[src/design/mtg_pkg.sv]
// mtg_pkg: types, sizes, codes and helpers shared by the moving track gate.
// Depends on nothing; imported by moving_track_gate, mtg_speed and the bench.
`default_nettype none
package mtg_pkg;

   localparam int MAX_TRACKS = 64;
   localparam int HIST_DEPTH = 32;
   localparam int IDX_W      = $clog2(MAX_TRACKS);
   localparam int HEAD_W     = $clog2(HIST_DEPTH);
   localparam int CNT_W      = $clog2(HIST_DEPTH + 1);
   localparam int HADDR_W    = $clog2(MAX_TRACKS * HIST_DEPTH);
   localparam int META_W     = 32 + 8 + HEAD_W + CNT_W;
   localparam int HIST_W     = 64;

   localparam logic [19:0] SCALE_MS_SQ = 20'd1000000;
   localparam logic [21:0] DT_CLAMP    = 22'd2097152;

   localparam logic [5:0]  FTO_RST   = 6'd26;
   localparam logic [19:0] AGE_RST   = 20'd5000;
   localparam logic [7:0]  LIM_RST   = 8'd10;
   localparam logic [9:0]  SPD_RST   = 10'd35;

   localparam logic [1:0] REG_FTO = 2'd0;
   localparam logic [1:0] REG_AGE = 2'd1;
   localparam logic [1:0] REG_LIM = 2'd2;
   localparam logic [1:0] REG_SPD = 2'd3;

   localparam logic FUNC_OBS = 1'b0;
   localparam logic FUNC_EOF = 1'b1;

   typedef enum logic [3:0] {
      S_IDLE, S_SCAN, S_DECIDE, S_PRUNE_RD, S_PRUNE_CHK, S_PUSH,
      S_SPEED_RD, S_SPEED_GO, S_SPEED_WAIT, S_DONE
   } state_type;

   typedef enum logic [2:0] {
      SP_IDLE, SP_SQX, SP_SQY, SP_VDT, SP_LHS, SP_CMP, SP_FAIL
   } spd_step_type;

   typedef struct packed {
      logic               start;
      logic [31:0]        t_old;
      logic signed [15:0] x_old;
      logic signed [15:0] y_old;
      logic [31:0]        t_new;
      logic signed [15:0] x_new;
      logic signed [15:0] y_new;
      logic [9:0]         v;
   } spd_req_type;

   typedef struct packed {
      logic done;
      logic ok;
   } spd_rsp_type;

   function automatic logic [HEAD_W-1:0] slot_add(input logic [HEAD_W-1:0] head,
                                                  input logic [CNT_W-1:0] cnt);
      logic [CNT_W+HEAD_W-1:0] s;
      s = (CNT_W+HEAD_W)'(head) + (CNT_W+HEAD_W)'(cnt);
      if (s >= (CNT_W+HEAD_W)'(HIST_DEPTH))
         s = s - (CNT_W+HEAD_W)'(HIST_DEPTH);
      return s[HEAD_W-1:0];
   endfunction

   function automatic logic [HADDR_W-1:0] hist_addr(input logic [IDX_W-1:0] idx,
                                                    input logic [HEAD_W-1:0] slot);
      return HADDR_W'(HADDR_W'(idx) * HADDR_W'(HIST_DEPTH)) + HADDR_W'(slot);
   endfunction

endpackage
`default_nettype wire

[src/design/mtg_speed.sv]
// mtg_speed: speed test on one shared multiplier, one product per cycle.
// Depends on mtg_pkg.
`default_nettype none
module mtg_speed (
   input  wire logic                 clock,
   input  wire logic                 reset,
   input  wire mtg_pkg::spd_req_type req,
   output mtg_pkg::spd_rsp_type      rsp
);
   import mtg_pkg::*;

   spd_step_type step_ff, step_in;
   logic [15:0] adx_ff, ady_ff;
   logic [21:0] dt_ff;
   logic [9:0]  v_ff;
   logic [33:0] sqx_ff, ds2_ff;
   logic [31:0] vdt_ff;
   logic [65:0] lhs_ff;
   logic [33:0] mul_a;
   logic [31:0] mul_b;
   logic [65:0] prod;
   logic signed [32:0] dt;
   logic signed [16:0] dx, dy;

   assign dt = $signed({1'b0, req.t_new}) - $signed({1'b0, req.t_old});
   assign dx = 17'(req.x_new) - 17'(req.x_old);
   assign dy = 17'(req.y_new) - 17'(req.y_old);

   always_comb begin
      mul_a = '0;
      mul_b = '0;
      case (step_ff)
         SP_SQX: begin mul_a = 34'(adx_ff); mul_b = 32'(adx_ff); end
         SP_SQY: begin mul_a = 34'(ady_ff); mul_b = 32'(ady_ff); end
         SP_VDT: begin mul_a = 34'(v_ff);   mul_b = 32'(dt_ff);  end
         SP_LHS: begin mul_a = ds2_ff;      mul_b = 32'(SCALE_MS_SQ); end
         SP_CMP: begin mul_a = 34'(vdt_ff); mul_b = vdt_ff; end
         default: ;
      endcase
      prod = 66'(mul_a) * 66'(mul_b);
   end

   always_comb begin
      step_in = step_ff;
      if (req.start) begin
         step_in = (dt <= 33'sd0) ? SP_FAIL : SP_SQX;
      end else begin
         case (step_ff)
            SP_SQX:  step_in = SP_SQY;
            SP_SQY:  step_in = SP_VDT;
            SP_VDT:  step_in = SP_LHS;
            SP_LHS:  step_in = SP_CMP;
            SP_CMP:  step_in = SP_IDLE;
            SP_FAIL: step_in = SP_IDLE;
            default: step_in = step_ff;
         endcase
      end
   end

   always_ff @(posedge clock) begin
      if (reset) step_ff <= SP_IDLE;
      else       step_ff <= step_in;
   end

   always_ff @(posedge clock) begin
      if (req.start) begin
         adx_ff <= dx[16] ? 16'(-dx) : dx[15:0];
         ady_ff <= dy[16] ? 16'(-dy) : dy[15:0];
         dt_ff  <= (dt > $signed(33'(DT_CLAMP))) ? DT_CLAMP : dt[21:0];
         v_ff   <= req.v;
      end
      case (step_ff)
         SP_SQX: sqx_ff <= prod[33:0];
         SP_SQY: ds2_ff <= sqx_ff + prod[33:0];
         SP_VDT: vdt_ff <= prod[31:0];
         SP_LHS: lhs_ff <= prod;
         default: ;
      endcase
   end

   assign rsp.done = (step_ff == SP_CMP) || (step_ff == SP_FAIL);
   assign rsp.ok   = (step_ff == SP_CMP) && (lhs_ff >= prod);
endmodule
`default_nettype wire

[config.mk]
export PLATFORM = sky130hd
export DESIGN_NAME = mtg_speed
export DESIGN_NICKNAME = d
export VERILOG_FILES = /design/src/design/mtg_pkg.sv /design/src/design/mtg_speed.sv
export SDC_FILE = /design/constraint.sdc
export NUM_CORES = 2
export LEC_CHECK = 0
export ABC_AREA = 0
export BUFFER_PORTS_ARGS = -buffer_cell sky130_fd_sc_hd__buf_2
export CAP_MARGIN = 20
export CORE_ASPECT_RATIO = 0.7
export CORE_MARGIN = 1.5
export CORE_UTILIZATION = 66
export CTS_CLUSTER_SIZE = 8
export DETAILED_ROUTE_END_ITERATION = 12
export GPL_ROUTABILITY_DRIVEN = 0
export PLACE_DENSITY_LB_ADDON = 0.1
export SLEW_MARGIN = 40
export SYNTH_ARGS = -nofsm -noshare
export SYNTH_HDL_FRONTEND = slang
export SYNTH_SLANG_ARGS = --single-unit
[constraint.sdc]
create_clock -name clock -period 17.97 [get_ports clock]
set_clock_uncertainty 0.2 [all_clocks]
set_input_delay 0.8985 -clock clock [delete_from_list [all_inputs] [get_ports clock]]
set_output_delay 0.8985 -clock clock [all_outputs]
set_load 0.03 [all_outputs]
==> reports/qor.tcl <==
set qor(run_status) {finished, final reports clean}
set qor(grt_use_total_pct) 44.5
set qor(syn_avg_cell_area_um2) 9.06
set qor(rsz0062_at_grt) {false}
set qor(final_max_slew_viol_count) 0
set qor(synth_cell_type_count) 83
set qor(timing.hold.worst.start) {req[1]}
set qor(rrSetupSlack_ns) 5.13
set qor(area_inside_the_core_boundary_um2) 73800
set qor(die_area_um2) 76900
set qor(die_width_um) 331
set qor(synth.cells.most_frequent) {1263 x sky130_fd_sc_hd__inv_1, 960 x sky130_fd_sc_hd__fa_1, 676 x sky130_fd_sc_hd__nand2_1}
set qor(vdd.ir_drop.worst_mv) 0.0929
set qor(layout_cells_sized_above_1_pct) 6.82
set qor(synth.largest_area_cell) {sky130_fd_sc_hd__fa_1}
set qor(finalCritPeriodShare_pct) 84.8
set qor(cts_resized) 0
set qor(asyncSetResetFlopFracSynth_pct) 0
set qor(drt-wirelength-per-cell_um) 24.7
set qor(grt_antenna_before_repair) 6
set qor(path_clk_slew_ns) 0.06
set qor(timing.max_slew.rel_slack_pct) 33.0
set qor(setup.worst_path.end_class) {output pin}
set qor(layout.nets) 7170
set qor(floorplan.die.height_um) 232
set qor(clock.fmax_mhz) 65.6
set qor(cts.htree.levels) 2
set qor(max_capacitance_violation_total) 0
set qor(cp-start-kind) {flop}
set qor(top_level_ports) 143
set qor(setup-violations-final) 0
set qor(yosys_warnings) 0
set qor(worst-endpoint-arrival_ns) 14.14
set qor(detailedRoute.firstPassIterationCount) 9
set qor(post_cts.repair.setup_buffers) 0
set qor(post_synth_instance_area_um2) 49600
set qor(whs_ns) 0.277
set qor(route.antenna.remaining_nets) 0
set qor(final-hold-violation-count) 0
set qor(ff2ff_path_depth) 33
set qor(timing.hold.worst.class) {input pin to flop}
set qor(ys.flop_type) {sky130_fd_sc_hd__edfxtp_1}
set qor(max_slew.worst_pin.slew_ns) 1.00
set qor(end_of_the_worst_hold_path) {v_ff[1]}
set qor(hold-path-cell-count) 1
set qor(fin_setup_tns_ns) 0
set qor(vias_after_detailed_routing) 40962
set qor(clock_sink_count) 233
set qor(final_hpwl_from_detailed_placement_um) 131000
set qor(met3_routed_wl_um) 33300
set qor(seq_area_frac_synth_pct) 14.0
set qor(rows) 83
set qor(synth-edff-count) 230
set qor(ys_ff_latch) 233
set qor(cellLeakagePower_nw) 26.0
set qor(floorplan.initialDensity_pct) 67.2
set qor(crit_path_frequent_cell) {sky130_fd_sc_hd__fa_1}
set qor(worst-endpoint-required_ns) 16.87
set qor(tritoncts_clock_tree) {done}
set qor(r2r_end) {ds2_ff[33]}
set qor(critical_path_fanouts_max) 42
set qor(grt_max_degree) 60
set qor(timing.critical_path.slowest_stage_cell) {sky130_fd_sc_hd__clkinv_1}
set qor(cts.hold.buffers_added) 0
set qor(met2WireLength_um) 60700
set qor(drt-initial-drc-count) 5311
set qor(grt_pass1_wl_um) 249000
set qor(numCtsBuffers) 35
set qor(post_synth_main_area_contributors) {sky130_fd_sc_hd__fa_1 39%, sky130_fd_sc_hd__edfxtp_1 14%, sky130_fd_sc_hd__ha_1 11%}
set qor(clockBufferDepth) 3
set qor(dr.max_layer_used) {met5}
set qor(flow.area_growth_from_synthesis_pct) 7.23
set qor(clock_network_latency_to_the_later_pin_of_the_worst_skew_pair_ns) 0.62
set qor(finalWirelength_um) 164000
set qor(grt_overflow) 0
set qor(post-synth-top-area-fraction_pct) 38.7
set qor(detail_route.vias_per_cell) 6.18
set qor(drt-met1-wl_um) 59800
set qor(port_buffers) 142
set qor(cellPowerDensity_nw_per_um2) 77.6
set qor(layout_min_cycle_time_ns) 15.24
set qor(post-synth-top-count-cell) {sky130_fd_sc_hd__inv_1}
set qor(grt_pass1_vias) 41675
set qor(post_synth_inst_count) 5477
set qor(timing_worst_setup_path_type) {flop to output pin}
set qor(post-route-drc-count) 0
set qor(worst_path_largest_cell_delay_ns) 0.83
set qor(cts.root.buffer_cell) {sky130_fd_sc_hd__clkbuf_16}
set qor(crit-reg2reg-launch) {step_ff[0]}
power by group:
group          switching, mW  total, mW  internal, mW
clock network          0.263      0.616         0.353
logic                   1.76       2.67         0.903
registers             0.0613      0.845         0.783
total                   2.09       4.13          2.04
cell type report:
type / instances / area [um^2]
multi-input combinational: 3840 / 37700
fill: 5637 / 20600
sequential: 233 / 6970
inverter: 1269 / 4760
timing repair buffer: 259 / 1630
tap: 977 / 1220
clock buffer: 42 / 902
clock inverter: 4 / 62.6
antenna: 4 / 10.0
sequential cells by signal (all words and copies together), names as in the netlist:
name	flops
ds2_ff	34
vdt_ff	32
step_ff	3
lhs_ff	66
dt_ff	22
ady_ff	16
v_ff	10
adx_ff	16
sqx_ff	34
critical path, delay by kind of cell, from the launching register on:
| family | cells | cell delay, ns |
|---|---|---|
| adder cells (fa/ha/maj) | 10 | 4.89 |
| AO/OA/AOI/OAI | 13 | 3.27 |
| AND/OR/NAND/NOR | 9 | 2.54 |
| buffers and inverters | 7 | 1.85 |
| flip-flops | 1 | 0.57 |
| XOR/XNOR | 1 | 0.45 |
cells by family after synthesis:
logic type / Yosys count / share of synthesized area [%]
buffers and inverters: 1452 / 11.0
muxes: 23 / 0.471
DFF: 233 / 14.0
other: 2 / 0.0151
and+or+nand+nor: 1567 / 13.5
AOI/OAI and AO/OA: 638 / 8.41
xor gates and xnor gates: 171 / 3.02
adders and majority gates: 1391 / 49.6
stage by stage:
step | instances | area [um^2] | total power, mW | utilization [%] | setup slack (ns)
global route | 6624 | 53200 | 4.34 | 72.1 | 2.24
CTS | 6623 | 53100 | 3.97 | 72.0 | 3.18
detailed placement | 6577 | 52200 | 3.32 | 70.7 | 3.86
finish | 6628 | 53200 | 4.13 | 72.1 | 2.73
global placement | 6573 | 52000 | 3.28 | 70.5 | 3.81
floorplan | 5525 | 49800 | 2.41 | - | 4.73
metal layers:
layer,GRT usage (%),vias to the layer above
li1,-,17272
met1,58.8,19721
met2,57.8,3261
met3,26.6,696
met4,19.8,12
met5,0,-
worst max path at each step:
stage | from | endpoint | slack [ns] | depth (start not counted)
3_3_place_gp | step_ff[0] | rsp[0] | 3.81 | 42
5_1_grt | step_ff[0] | rsp[0] | 2.24 | 39
3_5_place_dp | step_ff[0] | rsp[0] | 3.86 | 37
2_1_floorplan | step_ff[2] | rsp[0] | 4.73 | 41
6_report | step_ff[0] | rsp[0] | 2.73 | 40
4_1_cts | step_ff[0] | rsp[0] | 3.18 | 37
placed cells by master, fill, tap and decap left out, types with 10 or more instances in the layout:
master and count:
sky130_fd_sc_hd__or3_1 18, sky130_fd_sc_hd__nand2_1 674, sky130_fd_sc_hd__a31oi_1 21, sky130_fd_sc_hd__nand2b_1 35, sky130_fd_sc_hd__clkbuf_16 35, sky130_fd_sc_hd__ha_1 431
sky130_fd_sc_hd__mux2i_1 20, sky130_fd_sc_hd__a221oi_1 13, sky130_fd_sc_hd__xnor2_1 114, sky130_fd_sc_hd__o211ai_1 11, sky130_fd_sc_hd__o31a_1 14, sky130_fd_sc_hd__edfxtp_1 230
sky130_fd_sc_hd__buf_4 112, sky130_fd_sc_hd__xor2_1 53, sky130_fd_sc_hd__a211oi_1 14, sky130_fd_sc_hd__a22oi_1 11, sky130_fd_sc_hd__nand4_1 44, sky130_fd_sc_hd__a21oi_2 14
sky130_fd_sc_hd__or2_2 14, sky130_fd_sc_hd__nand3_1 59, sky130_fd_sc_hd__a21oi_1 182, sky130_fd_sc_hd__a221o_1 10, sky130_fd_sc_hd__a21o_1 81, sky130_fd_sc_hd__fa_1 960
sky130_fd_sc_hd__o21bai_1 20, sky130_fd_sc_hd__nor4_1 13, sky130_fd_sc_hd__conb_1 50, sky130_fd_sc_hd__inv_1 1263, sky130_fd_sc_hd__nor2_1 534, sky130_fd_sc_hd__o21ai_0 109
sky130_fd_sc_hd__a22o_1 13, sky130_fd_sc_hd__nor3_1 44, sky130_fd_sc_hd__buf_2 143, sky130_fd_sc_hd__and3_1 17, sky130_fd_sc_hd__and2_1 30, sky130_fd_sc_hd__o21a_1 25
sky130_fd_sc_hd__nor2b_1 34
Note: power is estimated with default switching activity, not from simulation.
